--- src/rtl/amrp_pkg.sv ---
// Package for the MAC reply parser: widths, character codes, the query echo
// pattern with its fallback table, and the incremental echo matcher step.
// No dependencies.
`timescale 1ns / 1ps

package amrp_pkg;

  typedef logic [7:0] byte_t;

  localparam int LINE_BYTES = 32;
  localparam int WPOS_W     = $clog2(LINE_BYTES);
  localparam int QUERY_LEN  = 9;
  localparam int QPROG_W    = $clog2(QUERY_LEN + 1);
  localparam int PREFIX_LEN = 8;
  localparam int MAC_FIRST  = 8;
  localparam int MAC_CHARS  = 12;
  localparam int MAC_HALF   = MAC_CHARS / 2;
  localparam int HALF_W     = MAC_HALF * 8;
  // Only positions below this are ever read back.
  localparam int STORE_USED = MAC_FIRST + MAC_CHARS;

  localparam byte_t CHAR_T  = 8'h54;
  localparam byte_t CHAR_NL = 8'h0A;

  typedef logic [WPOS_W-1:0]  wpos_t;
  typedef logic [QPROG_W-1:0] qprog_t;

  // "TTM:MAC-?"; the first PREFIX_LEN characters are the reply prefix.
  localparam byte_t QUERY_PAT [QUERY_LEN] = '{
    8'h54, 8'h54, 8'h4D, 8'h3A, 8'h4D, 8'h41, 8'h43, 8'h2D, 8'h3F
  };

  // Fallback length for each matched length of the echo pattern.
  localparam qprog_t QUERY_FAIL [QUERY_LEN] = '{
    QPROG_W'(0), QPROG_W'(0), QPROG_W'(1), QPROG_W'(0), QPROG_W'(0),
    QPROG_W'(0), QPROG_W'(0), QPROG_W'(0), QPROG_W'(0)
  };

  typedef struct packed {
    qprog_t progress;
    logic   hit;
  } qstep_t;

  // One character of the echo matcher. The fallback table never needs more
  // than two hops, so the search loop is fixed at two steps.
  function automatic qstep_t query_step(qprog_t p, byte_t c);
    qprog_t q;
    qstep_t r;
    q = p;
    if (q >= QPROG_W'(QUERY_LEN)) begin
      q = '0;
    end
    for (int i = 0; i < 2; i++) begin
      if (q != '0 && QUERY_PAT[q] != c) begin
        q = QUERY_FAIL[q];
      end
    end
    if (QUERY_PAT[q] == c) begin
      q = q + QPROG_W'(1);
    end
    r.hit = (q == QPROG_W'(QUERY_LEN));
    if (r.hit) begin
      q = '0;
    end
    r.progress = q;
    return r;
  endfunction

endpackage

--- src/rtl/amrp_if.sv ---
// Channel interfaces of the MAC reply parser: byte input and result output,
// each with valid, ready and payload. Depends on amrp_pkg.
`timescale 1ns / 1ps

interface amrp_in_if;
  import amrp_pkg::*;

  logic  valid;
  logic  ready;
  byte_t rx_byte;

  modport source (output valid, output rx_byte, input ready);
  modport sink   (input valid, input rx_byte, output ready);
endinterface

interface amrp_out_if;
  import amrp_pkg::*;

  logic              valid;
  logic              ready;
  logic              mac_ready;
  logic [HALF_W-1:0] mac_high_text;
  logic [HALF_W-1:0] mac_low_text;
  logic              captured_now;

  modport source (output valid, output mac_ready, output mac_high_text,
                  output mac_low_text, output captured_now, input ready);
  modport sink   (input valid, input mac_ready, input mac_high_text,
                  input mac_low_text, input captured_now, output ready);
endinterface

--- src/rtl/at_mac_reply_parser.sv ---
// MAC reply parser top level: collects received lines and captures the MAC
// address from a "TTM:MAC-" reply. Depends on amrp_pkg and amrp_if.
`timescale 1ns / 1ps

// Usage
//   in_item  : one received UART byte per item (rx_byte).
//   out_item : exactly one result item per input byte, in order: the sticky
//              mac_ready flag, the twelve captured MAC characters as two
//              48-bit words, and captured_now for the byte that completed
//              the reply.
//   Path     : the byte sits in an input register from its accept edge, and
//              the parse and state update of one pass is loaded from there
//              into the result register that drives out_item.valid.
//   Throughput: one byte per cycle while out_item.ready is high, limited only
//              by one pass through the echo matcher and line store update.
//   Reset    : rst_n low (synchronous) empties both stages, leaves line
//              collection idle, zeroes the line store and the MAC text and
//              clears the done flag. No clearing pass is needed.
//   Stall    : while out_item.ready is low the result register holds its
//              item; the input register then holds too, and in_item.ready
//              drops once that register is full. Nothing is lost or repeated.
//   After a capture every later byte still yields a result item carrying the
//   captured MAC, but no longer touches the parser state.

module at_mac_reply_parser (
  input logic          clk,
  input logic          rst_n,
  amrp_in_if.sink      in_item,
  amrp_out_if.source   out_item
);
  import amrp_pkg::*;

  // Input register stage.
  logic  s1_valid_r;
  byte_t s1_byte_r;
  logic  s1_adv;
  logic  s1_fire;

  // Result register stage.
  logic              out_valid_r;
  logic              out_mac_ready_r;
  logic [HALF_W-1:0] out_high_r;
  logic [HALF_W-1:0] out_low_r;
  logic              out_captured_r;

  // Parser state.
  logic   in_line_r,  in_line_nxt;
  wpos_t  write_pos_r, write_pos_nxt;
  qprog_t prog_r,     prog_nxt;
  logic   seen_r,     seen_nxt;
  logic   done_r,     done_nxt;
  byte_t  store_r   [STORE_USED];
  byte_t  store_nxt [STORE_USED];
  byte_t  mac_r     [MAC_CHARS];
  byte_t  mac_nxt   [MAC_CHARS];
  logic   captured;

  logic   wr_en;
  wpos_t  wr_pos;
  qstep_t qs;
  logic   seen_adv;
  logic   prefix_ok;
  logic [HALF_W-1:0] high_nxt;
  logic [HALF_W-1:0] low_nxt;

  // The input register moves on when the result register is empty or is
  // being drained this cycle.
  assign s1_adv        = !out_valid_r || out_item.ready;
  assign s1_fire       = s1_valid_r && s1_adv;
  assign in_item.ready = !s1_valid_r || s1_adv;

  assign qs       = query_step(prog_r, s1_byte_r);
  assign seen_adv = seen_r || qs.hit;

  // Prefix check reads the store as it stood; a newline that could still
  // change positions below PREFIX_LEN fails the position test anyway.
  always_comb begin
    prefix_ok = 1'b1;
    for (int i = 0; i < PREFIX_LEN; i++) begin
      if (store_r[i] != QUERY_PAT[i]) begin
        prefix_ok = 1'b0;
      end
    end
  end

  // Parse one byte.
  always_comb begin
    in_line_nxt   = in_line_r;
    write_pos_nxt = write_pos_r;
    prog_nxt      = prog_r;
    seen_nxt      = seen_r;
    done_nxt      = done_r;
    captured      = 1'b0;
    wr_en         = 1'b0;
    wr_pos        = write_pos_r;
    if (!done_r) begin
      if (!in_line_r) begin
        if (s1_byte_r == CHAR_T) begin
          // Line start: 'T' at position zero, matcher holds one character.
          in_line_nxt   = 1'b1;
          wr_en         = 1'b1;
          wr_pos        = '0;
          write_pos_nxt = WPOS_W'(1);
          prog_nxt      = QPROG_W'(1);
          seen_nxt      = 1'b0;
        end
      end else begin
        wr_en = 1'b1;
        if (write_pos_r == WPOS_W'(LINE_BYTES - 1)) begin
          // Store full: wrap and restart the echo search.
          write_pos_nxt = '0;
          prog_nxt      = '0;
          seen_nxt      = 1'b0;
        end else begin
          write_pos_nxt = write_pos_r + WPOS_W'(1);
          prog_nxt      = qs.progress;
          seen_nxt      = seen_adv;
          if (s1_byte_r == CHAR_NL) begin
            in_line_nxt   = 1'b0;
            write_pos_nxt = '0;
            if (!seen_adv && prefix_ok && write_pos_r >= WPOS_W'(PREFIX_LEN)) begin
              done_nxt = 1'b1;
              captured = 1'b1;
            end
          end
        end
      end
    end
  end

  // Store update; positions at or above STORE_USED are never read back.
  // The store is not cleared on capture: parsing stops there for good.
  always_comb begin
    for (int i = 0; i < STORE_USED; i++) begin
      store_nxt[i] = (wr_en && wr_pos == WPOS_W'(i)) ? s1_byte_r : store_r[i];
    end
  end

  // Capture takes the store with this byte already written.
  always_comb begin
    for (int i = 0; i < MAC_CHARS; i++) begin
      mac_nxt[i] = captured ? store_nxt[MAC_FIRST + i] : mac_r[i];
    end
  end

  // Pack the MAC characters, first character in the top byte.
  always_comb begin
    for (int i = 0; i < MAC_HALF; i++) begin
      high_nxt[HALF_W - 1 - 8 * i -: 8] = mac_nxt[i];
      low_nxt[HALF_W - 1 - 8 * i -: 8]  = mac_nxt[MAC_HALF + i];
    end
  end

  // Input register.
  always_ff @(posedge clk) begin
    if (!rst_n) begin
      s1_valid_r <= 1'b0;
    end else if (in_item.ready) begin
      s1_valid_r <= in_item.valid;
    end
  end

  always_ff @(posedge clk) begin
    if (in_item.valid && in_item.ready) begin
      s1_byte_r <= in_item.rx_byte;
    end
  end

  // Parser state: advance only when a byte leaves the input register.
  always_ff @(posedge clk) begin
    if (!rst_n) begin
      in_line_r   <= 1'b0;
      write_pos_r <= '0;
      prog_r      <= '0;
      seen_r      <= 1'b0;
      done_r      <= 1'b0;
      for (int i = 0; i < STORE_USED; i++) begin
        store_r[i] <= '0;
      end
      for (int i = 0; i < MAC_CHARS; i++) begin
        mac_r[i] <= '0;
      end
    end else if (s1_fire) begin
      in_line_r   <= in_line_nxt;
      write_pos_r <= write_pos_nxt;
      prog_r      <= prog_nxt;
      seen_r      <= seen_nxt;
      done_r      <= done_nxt;
      store_r     <= store_nxt;
      mac_r       <= mac_nxt;
    end
  end

  // Result register.
  always_ff @(posedge clk) begin
    if (!rst_n) begin
      out_valid_r <= 1'b0;
    end else if (s1_adv) begin
      out_valid_r <= s1_valid_r;
    end
  end

  always_ff @(posedge clk) begin
    if (s1_fire) begin
      out_mac_ready_r <= done_nxt;
      out_high_r      <= high_nxt;
      out_low_r       <= low_nxt;
      out_captured_r  <= captured;
    end
  end

  assign out_item.valid         = out_valid_r;
  assign out_item.mac_ready     = out_mac_ready_r;
  assign out_item.mac_high_text = out_high_r;
  assign out_item.mac_low_text  = out_low_r;
  assign out_item.captured_now  = out_captured_r;

endmodule
--- src/flat_wrapper.sv ---
// flat-port wrapper written by rule: the top's interface ports become plain ports
module at_mac_reply_parser_flat import amrp_pkg::*;
  (clk, rst_n, in_item_valid, in_item_rx_byte, in_item_ready, out_item_valid, out_item_mac_ready, out_item_mac_high_text, out_item_mac_low_text, out_item_captured_now, out_item_ready);
  amrp_in_if in_item_i ();
  amrp_out_if out_item_i ();
  input logic clk;
  input logic rst_n;
  input wire logic [$bits(in_item_i.valid)-1:0] in_item_valid;
  input wire logic [$bits(in_item_i.rx_byte)-1:0] in_item_rx_byte;
  output wire logic [$bits(in_item_i.ready)-1:0] in_item_ready;
  output wire logic [$bits(out_item_i.valid)-1:0] out_item_valid;
  output wire logic [$bits(out_item_i.mac_ready)-1:0] out_item_mac_ready;
  output wire logic [$bits(out_item_i.mac_high_text)-1:0] out_item_mac_high_text;
  output wire logic [$bits(out_item_i.mac_low_text)-1:0] out_item_mac_low_text;
  output wire logic [$bits(out_item_i.captured_now)-1:0] out_item_captured_now;
  input wire logic [$bits(out_item_i.ready)-1:0] out_item_ready;
  assign in_item_i.valid = in_item_valid;
  assign in_item_i.rx_byte = in_item_rx_byte;
  assign in_item_ready = in_item_i.ready;
  assign out_item_valid = out_item_i.valid;
  assign out_item_mac_ready = out_item_i.mac_ready;
  assign out_item_mac_high_text = out_item_i.mac_high_text;
  assign out_item_mac_low_text = out_item_i.mac_low_text;
  assign out_item_captured_now = out_item_i.captured_now;
  assign out_item_i.ready = out_item_ready;
  at_mac_reply_parser u_core (.clk(clk), .rst_n(rst_n), .in_item(in_item_i), .out_item(out_item_i));
endmodule
--- config.mk ---
export PLATFORM = sky130hd
export DESIGN_NAME = at_mac_reply_parser_flat
export DESIGN_NICKNAME = d
export VERILOG_FILES = /design/src/rtl/amrp_pkg.sv /design/src/rtl/amrp_if.sv /design/src/rtl/at_mac_reply_parser.sv /design/src/flat_wrapper.sv
export SDC_FILE = /design/constraint.sdc
export NUM_CORES = 1
export LEC_CHECK = 0
export ABC_AREA = 1
export BUFFER_PORTS_ARGS = -buffer_cell sky130_fd_sc_hd__buf_2
export CORE_ASPECT_RATIO = 0.75
export CORE_MARGIN = 3
export CORE_UTILIZATION = 55
export DETAILED_ROUTE_END_ITERATION = 16
export PLACE_DENSITY = 0.83
export SYNTH_ARGS = -nofsm -noshare
export SYNTH_HDL_FRONTEND = slang
export SYNTH_SLANG_ARGS = --single-unit
--- constraint.sdc ---
create_clock -name clk -period 7.94 [get_ports clk]
set_input_delay 0.397 -clock clk [delete_from_list [all_inputs] [get_ports clk]]
set_output_delay 0.397 -clock clk [all_outputs]
set_load 0.02 [all_outputs]
==> results.tsv, run 1 <==
metric	value	unit
outcome	finished clean	
kind of critical path	flip-flop to flip-flop	
Final GP Congestion	0.902	
DR pass1 iterations	6	
Period Utilization, post-route	0.859	
die span in y	159	µm
# setup viols final	0	
Root Buffer	clkbuf_16	
first-pass GRT wire length	69.1	mm
Netlist cell types	37	
setup_tns	0	ns
Final Hold Vio Count	0	
Tot GR Track Use	0.249	
area grow syn2layout	11.2	%
Yosys top cell by area	dfxtp_1	
Max Root-Sink Buffers	3	
IO Port Bufs	111	
Slew Limit Fails	0	
Most used DFF post-synth	dfxtp_1	
CTS Buf Count	37	
Worst-Skew Late Latency	0.54	ns
Hold EP	u_core.s1_byte_r[0]	
Max Fclk	147	MHz
Post-Syn Nets	2406	
Worst EP required	8.38	ns
Slew Limit Headroom	0.312	
starting density of the core	0.564	
EDFF count, synth	106	
WHS Path Cells	1	
Top Family by Delay on Critical Path	simple AND/OR/NAND/NOR gates	
post-CTS resize count	0	
Hold WC Path Type	input port to flip-flop	
RSZ-0062 raised after global routing	false	
I/O pin count	112	
register area share after synthesis	0.500	
CP Capture Type	flip-flop	
Synthesis Warnings	0	
slowest stage delay, CP	0.72	ns
Peak VDD IR	0.184	mV
vias per std cell	5.38	
fin area	0.0191	mm²
Final min period	6.82	ns
share of async-settable or async-resettable flops after synthesis	0	
share of cells above drive strength 1	0.0915	
Die Area	0.0334	mm²
P per Cell Area	227	mW/mm²
synthesized area	0.0172	mm²
Placed Area	0.0179	mm²
clk sinks	376	
Final #Nets	2439	
setup slack, reg-to-reg	1.12	ns
min-delay src	in_item_rx_byte[0]	
post-CTS setup buffer count	0	
die width	210	µm
largest net degree at the start of global routing	232	
total core area	0.0305	mm²
leakage	9.39	nW
reg2reg start	u_core.s1_byte_r[6]	
Post-DRT Antenna Nets	0	
Final Core Density	0.627	
slowest CP cell	nand4_4	
Worst Max-Slew Pin Slew	1.03	ns
Area contributors post-synth	dfxtp_1 31%, edfxtp_1 19%, nand2_1 13%	
DR iter-0 viols	1446	
Row Count	55	
DR DRC count	0	
total gr overflow	0	
diode count	0	
clk_skew	0.0259	ns
crit path max fanout	50	
Post-Route WL	42.4	mm
Critical Path Start Type	flip-flop	
H-tree Lvls	2	
worst r2r path cells	36	
DP HPWL	25.2	mm
MaxCap Viol Count	0	
Critical Path AT	7.26	ns
clk slew on worst S/H paths	0.06	ns
Synth top area share	0.314	
Post-Synthesis Cells	2386	
RR Endpoint	u_core.mac_r[14]	
vias in the first global route	14130	
# fillers	2541	
post-synthesis area per instance	7.21	µm²
Crit path depth	36	
flops & latches, synth	376	
CP Buf/Inv Count	8	
Post-CTS Hold Buffers	0	
via count	15306	
initial antenna violation count	2	
CTS tree	done	
routed len/inst	14.9	µm
[worst max-delay path by stage]
stage | start | end | slack [ns]
after floorplan | u_core.prog_r[2] | u_core.out_item.mac_high_text[16] | 2.69
after global placement | u_core.s1_byte_r[6] | u_core.out_item.mac_low_text[9] | 1.38
after detailed placement | u_core.s1_byte_r[6] | u_core.mac_r[26] | 1.19
after CTS | u_core.s1_byte_r[6] | u_core.mac_r[14] | 1.16
after global routing | u_core.s1_byte_r[6] | u_core.mac_r[14] | 0.50
final | u_core.s1_byte_r[6] | u_core.mac_r[14] | 1.12
[cells in the mapped netlist, types with 4 or more instances]
master / number
inv_2: 12
nor2_1: 444
clkbuf_1: 105
nand2_1: 585
nand2_4: 4
nor2_4: 5
nor4_1: 10
edfxtp_1: 106
nor3_1: 4
a211oi_1: 6
nand4_1: 17
o21ai_0: 259
inv_1: 269
ha_1: 8
nand3_1: 151
dfxtp_1: 270
buf_6: 5
buf_2: 11
a21oi_1: 77
nand3_2: 5
buf_1: 4
nand2_2: 7
[flip-flops by register name (all words and copies together) (netlist names)]
register and flops:
u_core.store_r 160, u_core.mac_r 96, u_core.out_item.mac_high_text 48, u_core.out_item.mac_low_text 48, u_core.s1_byte_r 8, u_core.write_pos_r 5, u_core.prog_r 4, u_core.done_r 1
u_core.in_line_r 1, u_core.out_item.captured_now 1, u_core.out_item.mac_ready 1, u_core.out_item.valid 1, u_core.s1_valid_r 1, u_core.seen_r 1
[worst register-to-register path: cells and delay by family (launching register included)]
kind | cells | cell delay (ns)
AND/OR/NAND/NOR | 21 | 3.14
AO/OA/AOI/OAI | 4 | 1.02
flip-flops | 1 | 0.51
buffers and inverters | 8 | 1.44
adder cells (fa/ha/maj) | 2 | 0.49
XOR/XNOR | 1 | 0.15
[through the flow]
step                      std cells  setup slack [ns]  total power [mW]  hold slack (ns)
final                          2847              1.12              4.34           0.0349
after global routing           2847             0.502              4.51           0.0206
after CTS                      2847              1.16              4.36           0.0202
after detailed placement       2779              1.19              2.56            0.446
after global placement         2779              1.38              2.54            0.435
after floorplan                2386              2.69              2.46            0.424
[where the power goes]
group          switching [mW]  internal, mW
registers              0.0503          2.08
logic                   0.274         0.125
clock network           0.737          1.07
[cell type report]
| class | instances | area (µm²) | share of cell area |
|---|---|---|---|
| multi-input cells | 1599 | 7010 | 0.367 |
| repair buffers | 123 | 683 | 0.0357 |
| clock buffers | 58 | 1160 | 0.0606 |
| clock inverters | 10 | 105 | 0.00550 |
| inverters | 282 | 1070 | 0.0560 |
| flip-flops and latches | 376 | 8590 | 0.449 |
| well taps | 399 | 499 | 0.0261 |
[cell usage in the layout, fill, tap and decap left out, types with 3 or more instances in the layout]
master,instances
a211oi_1,6
a21oi_1,77
buf_12,3
buf_2,111
buf_4,9
clkbuf_1,9
clkbuf_16,40
clkbuf_8,9
clkinv_2,6
dfxtp_1,270
edfxtp_1,106
ha_1,8
inv_1,268
inv_2,11
nand2_1,584
nand2_2,7
nand2_4,5
nand3_1,151
nand3_2,5
nand4_1,17
nor2_1,444
nor2_4,5
nor3_1,4
nor3b_1,3
nor4_1,10
o21ai_0,259
[logic make-up after synthesis]
family | count (synthesis) | share of synthesized area
compound gates | 347 | 0.103
simple gates | 1243 | 0.297
fa+ha+maj | 8 | 0.00582
xor+xnor | 1 | 0.000510
flops | 376 | 0.500
buf+inv | 411 | 0.0936
[per-layer routing]
layer  vias up  routed length, µm  share of wire  track usage
met2       563              19400           0.46        0.404
met3        89               3570          0.084       0.0494
met4         0               1110          0.026       0.0827
met5         -                  0              0            0
met1      7053              18300           0.43        0.335
li1       7601                  -              -            -
Power figures use the tool's default switching activity.
==> run 2: changes to the inputs <==
--- a/config.mk
+++ b/config.mk
@@ -12,6 +12,7 @@
 export CORE_UTILIZATION = 55
 export DETAILED_ROUTE_END_ITERATION = 16
 export PLACE_DENSITY = 0.83
+export REMOVE_ABC_BUFFERS = 1
 export SYNTH_ARGS = -nofsm -noshare
 export SYNTH_HDL_FRONTEND = slang
 export SYNTH_SLANG_ARGS = --single-unit
==> results.tsv, run 2 (synthesized netlist as in run 1, its figures left out) <==
metric	value	unit	change
CTS Buf Count	36		-2.7%
DR DRC count	0		unchanged
routed len/inst	14.6	µm	-2.1%
I/O pin count	112		unchanged
slowest CP cell	buf_4		
starting density of the core	0.564		unchanged
die width	210	µm	unchanged
most common cell after layout, fill and taps aside	nand2_1		
Post-Route WL	41.5	mm	-2.1%
kind of critical path	flip-flop to flip-flop		
H-tree Lvls	2		unchanged
RSZ-0062 raised after global routing	false		
Post-DRT Antenna Nets	0		unchanged
most frequent cells in the layout	584 x nand2_1, 444 x nor2_1, 270 x dfxtp_1, 268 x inv_1, 259 x o21ai_0		
# fillers	2570		+1.1%
largest net degree at the start of global routing	219		-5.6%
DP HPWL	24.8	mm	-1.5%
slowest stage delay, CP	0.50	ns	-0.22 ns
Critical Path AT	7.12	ns	-0.14 ns
Slew Limit Headroom	0.222		-0.0897
leakage	9.39	nW	about the same
Critical Path Start Type	flip-flop		
worst r2r path cells	44		+22%
Hold WC Path Type	input port to flip-flop		
clk slew on worst S/H paths	0.07	ns	about the same
Final Hold Vio Count	0		unchanged
die span in y	159	µm	unchanged
clk sinks	376		unchanged
WHS Path Cells	1		unchanged
DR pass1 iterations	6		unchanged
share of cells above drive strength 1	0.0915		unchanged
Crit path depth	44		+22%
MaxCap Viol Count	0		unchanged
outcome	finished clean		
slack of the critical path	1.30	ns	+0.182 ns
IO Port Bufs	111		unchanged
Period Utilization, post-route	0.836		-0.0229
register with the most flip-flops	u_core.store_r		
Final min period	6.64	ns	-0.182 ns
Worst-Skew Late Latency	0.53	ns	about the same
clk_skew	0.0167	ns	-0.00925 ns
total gr overflow	0		unchanged
vias in the first global route	13859		-1.9%
Reg area	0.00859	mm²	unchanged
crit path max fanout	40		-20%
CTS tree	done		
Worst Max-Slew Pin Slew	1.17	ns	+0.138 ns
Max Fclk	151	MHz	+2.7%
Peak VDD IR	0.168	mV	-8.6%
post-CTS resize count	0		unchanged
Top Registers	u_core.store_r (160), u_core.mac_r (96)		
via count	15322		+0.10%
Row Count	55		unchanged
CP Buf/Inv Count	9		+1
total core area	0.0305	mm²	unchanged
Post-CTS Hold Buffers	0		unchanged
cell mode on critical path	nand2_1		
Final #Nets	2440		+0.041%
Slew Limit Fails	0		unchanged
vias per std cell	5.38		+0.10%
Final GP Congestion	0.877		-2.7%
pre-CTS WS	1.42	ns	+0.230 ns
Final Power	4.31	mW	-0.59%
CP Capture Type	flip-flop		
Tot GR Track Use	0.238		-0.0101
Worst EP required	8.42	ns	+0.04 ns
Die Area	0.0334	mm²	unchanged
first-pass GRT wire length	67.1	mm	-2.9%
area grow syn2layout	11.2	%	about the same
P per Cell Area	226	mW/mm²	-0.58%
Max Root-Sink Buffers	3		unchanged
post-CTS setup buffer count	0		unchanged
diode count	0		unchanged
# setup viols final	0		unchanged
Root Buffer	clkbuf_16		
initial antenna violation count	1		-1
multi-input logic area	0.00701	mm²	unchanged
Top Family by Delay on Critical Path	simple AND/OR/NAND/NOR gates		
max reg flops	160		unchanged
DR iter-0 viols	1419		-1.9%
[run 2: path summary, 6_finish.rpt]
kind / start / end / slack (ns)
max reg2reg: u_core.prog_r[1] / u_core.mac_r[33] / 1.30
min: in_item_rx_byte[2] / u_core.s1_byte_r[2] / 0.05
min reg2reg: u_core.store_r[143] / u_core.store_r[143] / 0.45
max: u_core.prog_r[1] / u_core.mac_r[33] / 1.30
[run 2: layout make-up]
cell class	instances	share of cell area
sequential	376	0.449
multi-input combinational	1599	0.367
clock buffer	55	0.0589
inverter	282	0.0560
timing repair buffer	125	0.0365
tap	399	0.0261
clock inverter	11	0.00628
[run 2: power by group]
part | leakage, nW | switching [mW] | internal (mW)
Clock | 0.612 | 0.736 | 1.05
Sequential | 3.21 | 0.0500 | 2.08
Combinational | 5.56 | 0.273 | 0.126
Total | 9.39 | 1.06 | 3.25
[run 2: through the flow]
stage                      util  instance area (µm²)  std cells  hold slack, ns  setup TNS, ns
after global routing      0.627                19100       2847          0.0375              0
after CTS                 0.627                19100       2847          0.0338              0
after detailed placement  0.586                17900       2781           0.444              0
final                     0.627                19100       2847          0.0460              0
after global placement    0.586                17900       2781           0.436              0
after floorplan               -                16600       2257           0.423        -133.80
[run 2: metal layers]
layer	wire length, µm	share of wire	vias up	track usage
met5	13	0.00031	-	0
met4	857	0.021	2	0.0677
met3	3170	0.076	83	0.0461
met2	18600	0.45	558	0.379
met1	18800	0.45	7079	0.334
li1	-	-	7600	-
==> run 3: changes to the inputs <==
--- a/config.mk
+++ b/config.mk
@@ -5,7 +5,7 @@
 export SDC_FILE = /design/constraint.sdc
 export NUM_CORES = 1
 export LEC_CHECK = 0
-export ABC_AREA = 1
+export ABC_AREA = 0
 export BUFFER_PORTS_ARGS = -buffer_cell sky130_fd_sc_hd__buf_2
 export CORE_ASPECT_RATIO = 0.75
 export CORE_MARGIN = 3
==> constraint.sdc (replaced) <==
create_clock -name clk -period 7 [get_ports clk]
set_input_delay 0.35 -clock clk [delete_from_list [all_inputs] [get_ports clk]]
set_output_delay 0.35 -clock clk [all_outputs]
set_load 0.02 [all_outputs]
==> results.tsv, run 3 <==
metric	value	unit	change
P per Cell Area	234	mW/mm²	+3.5%
count leader, synth	nand2_1		
CP Capture Type	flip-flop		
Tot GR Track Use	0.233		-0.00564
Critical Path AT	7.09	ns	-0.03 ns
clock power share	0.438		+0.024
Peak VDD IR	0.157	mV	-7.0%
share of cells above drive strength 1	0.116		+0.0242
area grow syn2layout	12.0	%	
total gr overflow	0		unchanged
most frequent cells in the layout	300 x nand2_1, 269 x dfxtp_1, 173 x nor2_1, 144 x a21oi_1, 143 x o21ai_0		
I/O pin count	112		unchanged
fin area	0.0188	mm²	-1.7%
Hold EP	u_core.s1_byte_r[7]		
share of async-settable or async-resettable flops after synthesis	0		unchanged
Pint	3.42	mW	+5.0%
Reg area	0.00859	mm²	about the same
MaxCap Viol Count	0		unchanged
combinational family with the most area after synthesis	simple AND/OR/NAND/NOR gates		
total core area	0.0295	mm²	-3.1%
H-tree Lvls	2		unchanged
CTS Buf Count	37		+2.8%
Post-Route WL	39.0	mm	-5.9%
starting density of the core	0.568		+0.00418
Max Root-Sink Buffers	3		unchanged
via count	13106		-14%
first-pass GRT wire length	62.7	mm	-6.6%
Slew Limit Fails	0		unchanged
Top Registers	u_core.store_r (160), u_core.mac_r (96)		
crit path max fanout	6		-85%
CP Buf/Inv Count	3		-6
WHS	0.0206	ns	-0.0254 ns
DP HPWL	23.7	mm	-4.5%
post-synthesis mux area share	0.0782		+0.0782
Top Family by Delay on Critical Path	simple AND/OR/NAND/NOR gates		
RR Endpoint	u_core.seen_r		
leakage	6.78	nW	-28%
Period Utilization, post-route	0.956		+0.120
Row Count	54		-1.8%
setup slack, reg-to-reg	0.31	ns	-0.99 ns
cell mode on critical path	ha_1		
IO Port Bufs	111		unchanged
xor-xnor portion of the synthesized cell area	0.00209		+0.00158
Placed Area	0.0175	mm²	-1.9%
clk sinks	376		unchanged
DR iter-0 viols	1091		-23%
Yosys top cell by area	dfxtp_1		
Synth Area in Simple Gates	0.219		-0.0781
sw power	970	µW	-8.3%
Post-Synth Adder-Cell Area	0.00597		+0.000145
multi-input logic area	0.00765	mm²	+9.0%
diode count	0		unchanged
kind of critical path	flip-flop to flip-flop		
reg2reg start	u_core.prog_r[3]		
Hold WC Path Type	input port to flip-flop		
register with the most flip-flops	u_core.store_r		
Final Core Density	0.636		+0.00936
Most used DFF post-synth	dfxtp_1		
clk slew on worst S/H paths	0.05	ns	-0.02 ns
Worst EP required	7.39	ns	-1.03 ns
Synthesis Warnings	0		unchanged
clk_skew	0.0381	ns	+0.0214 ns
# fillers	2362		-8.1%
Final #Nets	1919		-21%
Slew Limit Headroom	0.246		+0.0246
CTS tree	done		
Worst-Skew Late Latency	0.54	ns	about the same
Post-DRT Antenna Nets	0		unchanged
Netlist cell types	67		+81%
EDFF count, synth	106		unchanged
Final GP Congestion	0.844		-3.9%
WHS Path Cells	1		unchanged
max reg flops	160		unchanged
outcome	finished clean		
die width	208	µm	-1.2%
slowest CP cell	or4_4		
Root Buffer	clkbuf_16		
min-delay src	in_item_rx_byte[7]		
Final min period	6.69	ns	+0.0539 ns
sequential share of power	0.518		+0.024
vias per std cell	5.65		+5.0%
Post-Synthesis Cells	1851		-22%
Synth Area in Compound Gates	0.149		+0.0455
Area contributors post-synth	dfxtp_1 32%, edfxtp_1 19%, mux2i_1 7.6%		
die span in y	157	µm	-1.2%
largest net degree at the start of global routing	174		-21%
Final Hold Vio Count	0		unchanged
most common cell after layout, fill and taps aside	nand2_1		
worst r2r path cells	28		-36%
initial antenna violation count	0		-1
Comb power frac	0.044		-0.048
Die Area	0.0327	mm²	-2.3%
vias in the first global route	11956		-14%
slowest stage delay, CP	0.54	ns	+0.04 ns
routed len/inst	16.8	µm	+16%
sw frac	0.221		-0.0243
Max Fclk	149	MHz	-0.80%
register area share after synthesis	0.512		+0.0124
DR DRC count	0		unchanged
Worst Max-Slew Pin Slew	1.13	ns	-0.0395 ns
Synth top area share	0.322		+0.00783
Final Power	4.39	mW	+1.8%
flops & latches, synth	376		unchanged
# setup viols final	0		unchanged
DR pass1 iterations	6		unchanged
post-synthesis area per instance	9.06	µm²	+26%
Critical Path Start Type	flip-flop		
most instantiated cells after synthesis	300 x nand2_1, 270 x dfxtp_1, 175 x nor2_1, 144 x a21oi_1, 143 x o21ai_0		
synthesized area	0.0168	mm²	-2.4%
==> run 3: cell count changes after synthesis, moves of 98 or more <==
cell	change
inv_1	-260
mux2i_1	+127
nand2_1	-285
nand3_1	-133
nor2_1	-269
o21ai_0	-116
a21boi_0	+98
and2_1	+101
==> run 3: layout make-up <==
type / instances / area share
Tap cell: 392 / 0.0261
Sequential cell: 376 / 0.457
Inverter: 10 / 0.00213
Clock inverter: 13 / 0.00426
Clock buffer: 54 / 0.0587
Multi-Input combinational cell: 1329 / 0.407
Timing Repair Buffer: 145 / 0.0447
==> run 3: logic make-up (layout without fill, tap and decap cells) <==
logic type | count (synthesis) | after routing
xor+xnor | 4 | 4
buf+inv | 146 | 222
mux | 130 | 130
simple gates | 762 | 762
flops | 376 | 376
compound gates | 425 | 425
fa+ha+maj | 8 | 8
==> run 3: what timing repair did <==
item | 4_1_cts | 5_1_grt
buffers inserted | 0 | 4
hold buffers | 4 | 0
endpoints found under the hold margin | 4 | 0
setup endpoints to repair | 0 | 5
resized for setup | 0 | 5
==> run 3: power groups by stage <==
stage | Clock (mW) | Combinational (mW) | Sequential, mW
5_1_grt | 2.06 | 0.201 | 2.28
3_3_place_gp | 0 | 0.189 | 2.32
6_report | 1.92 | 0.192 | 2.27
2_1_floorplan | 0 | 0.0439 | 2.38
3_5_place_dp | 0 | 0.189 | 2.32
4_1_cts | 1.96 | 0.191 | 2.27
==> run 3: through the flow <==
stage          TNS (ns)  std cells  setup slack, ns
2_1_floorplan   -106.34       1715            -1.84
3_3_place_gp          0       2244            0.265
3_5_place_dp          0       2244            0.238
4_1_cts               0       2315            0.191
5_1_grt        -0.00723       2319         -0.00531
6_report              0       2319            0.306
==> run 3: per-layer routing <==
layer,global-route usage,part of all wire
met5,0,0
met4,0.0529,0.017
met3,0.0345,0.064
met2,0.365,0.44
met1,0.345,0.48
==> run 3: worst max-delay path by stage <==
stage                              from                            to  slack [ns]  cells past startpoint
finish                 u_core.prog_r[3]                 u_core.seen_r        0.31                     28
global route           u_core.prog_r[3]                 u_core.seen_r      -0.005                     28
CTS                    u_core.prog_r[3]                 u_core.seen_r        0.19                     27
detailed placement     u_core.prog_r[3]                 u_core.seen_r        0.24                     27
global placement       u_core.prog_r[3]                 u_core.seen_r        0.26                     27
floorplan           u_core.s1_byte_r[1]  u_core.out_item.captured_now       -1.84                      5
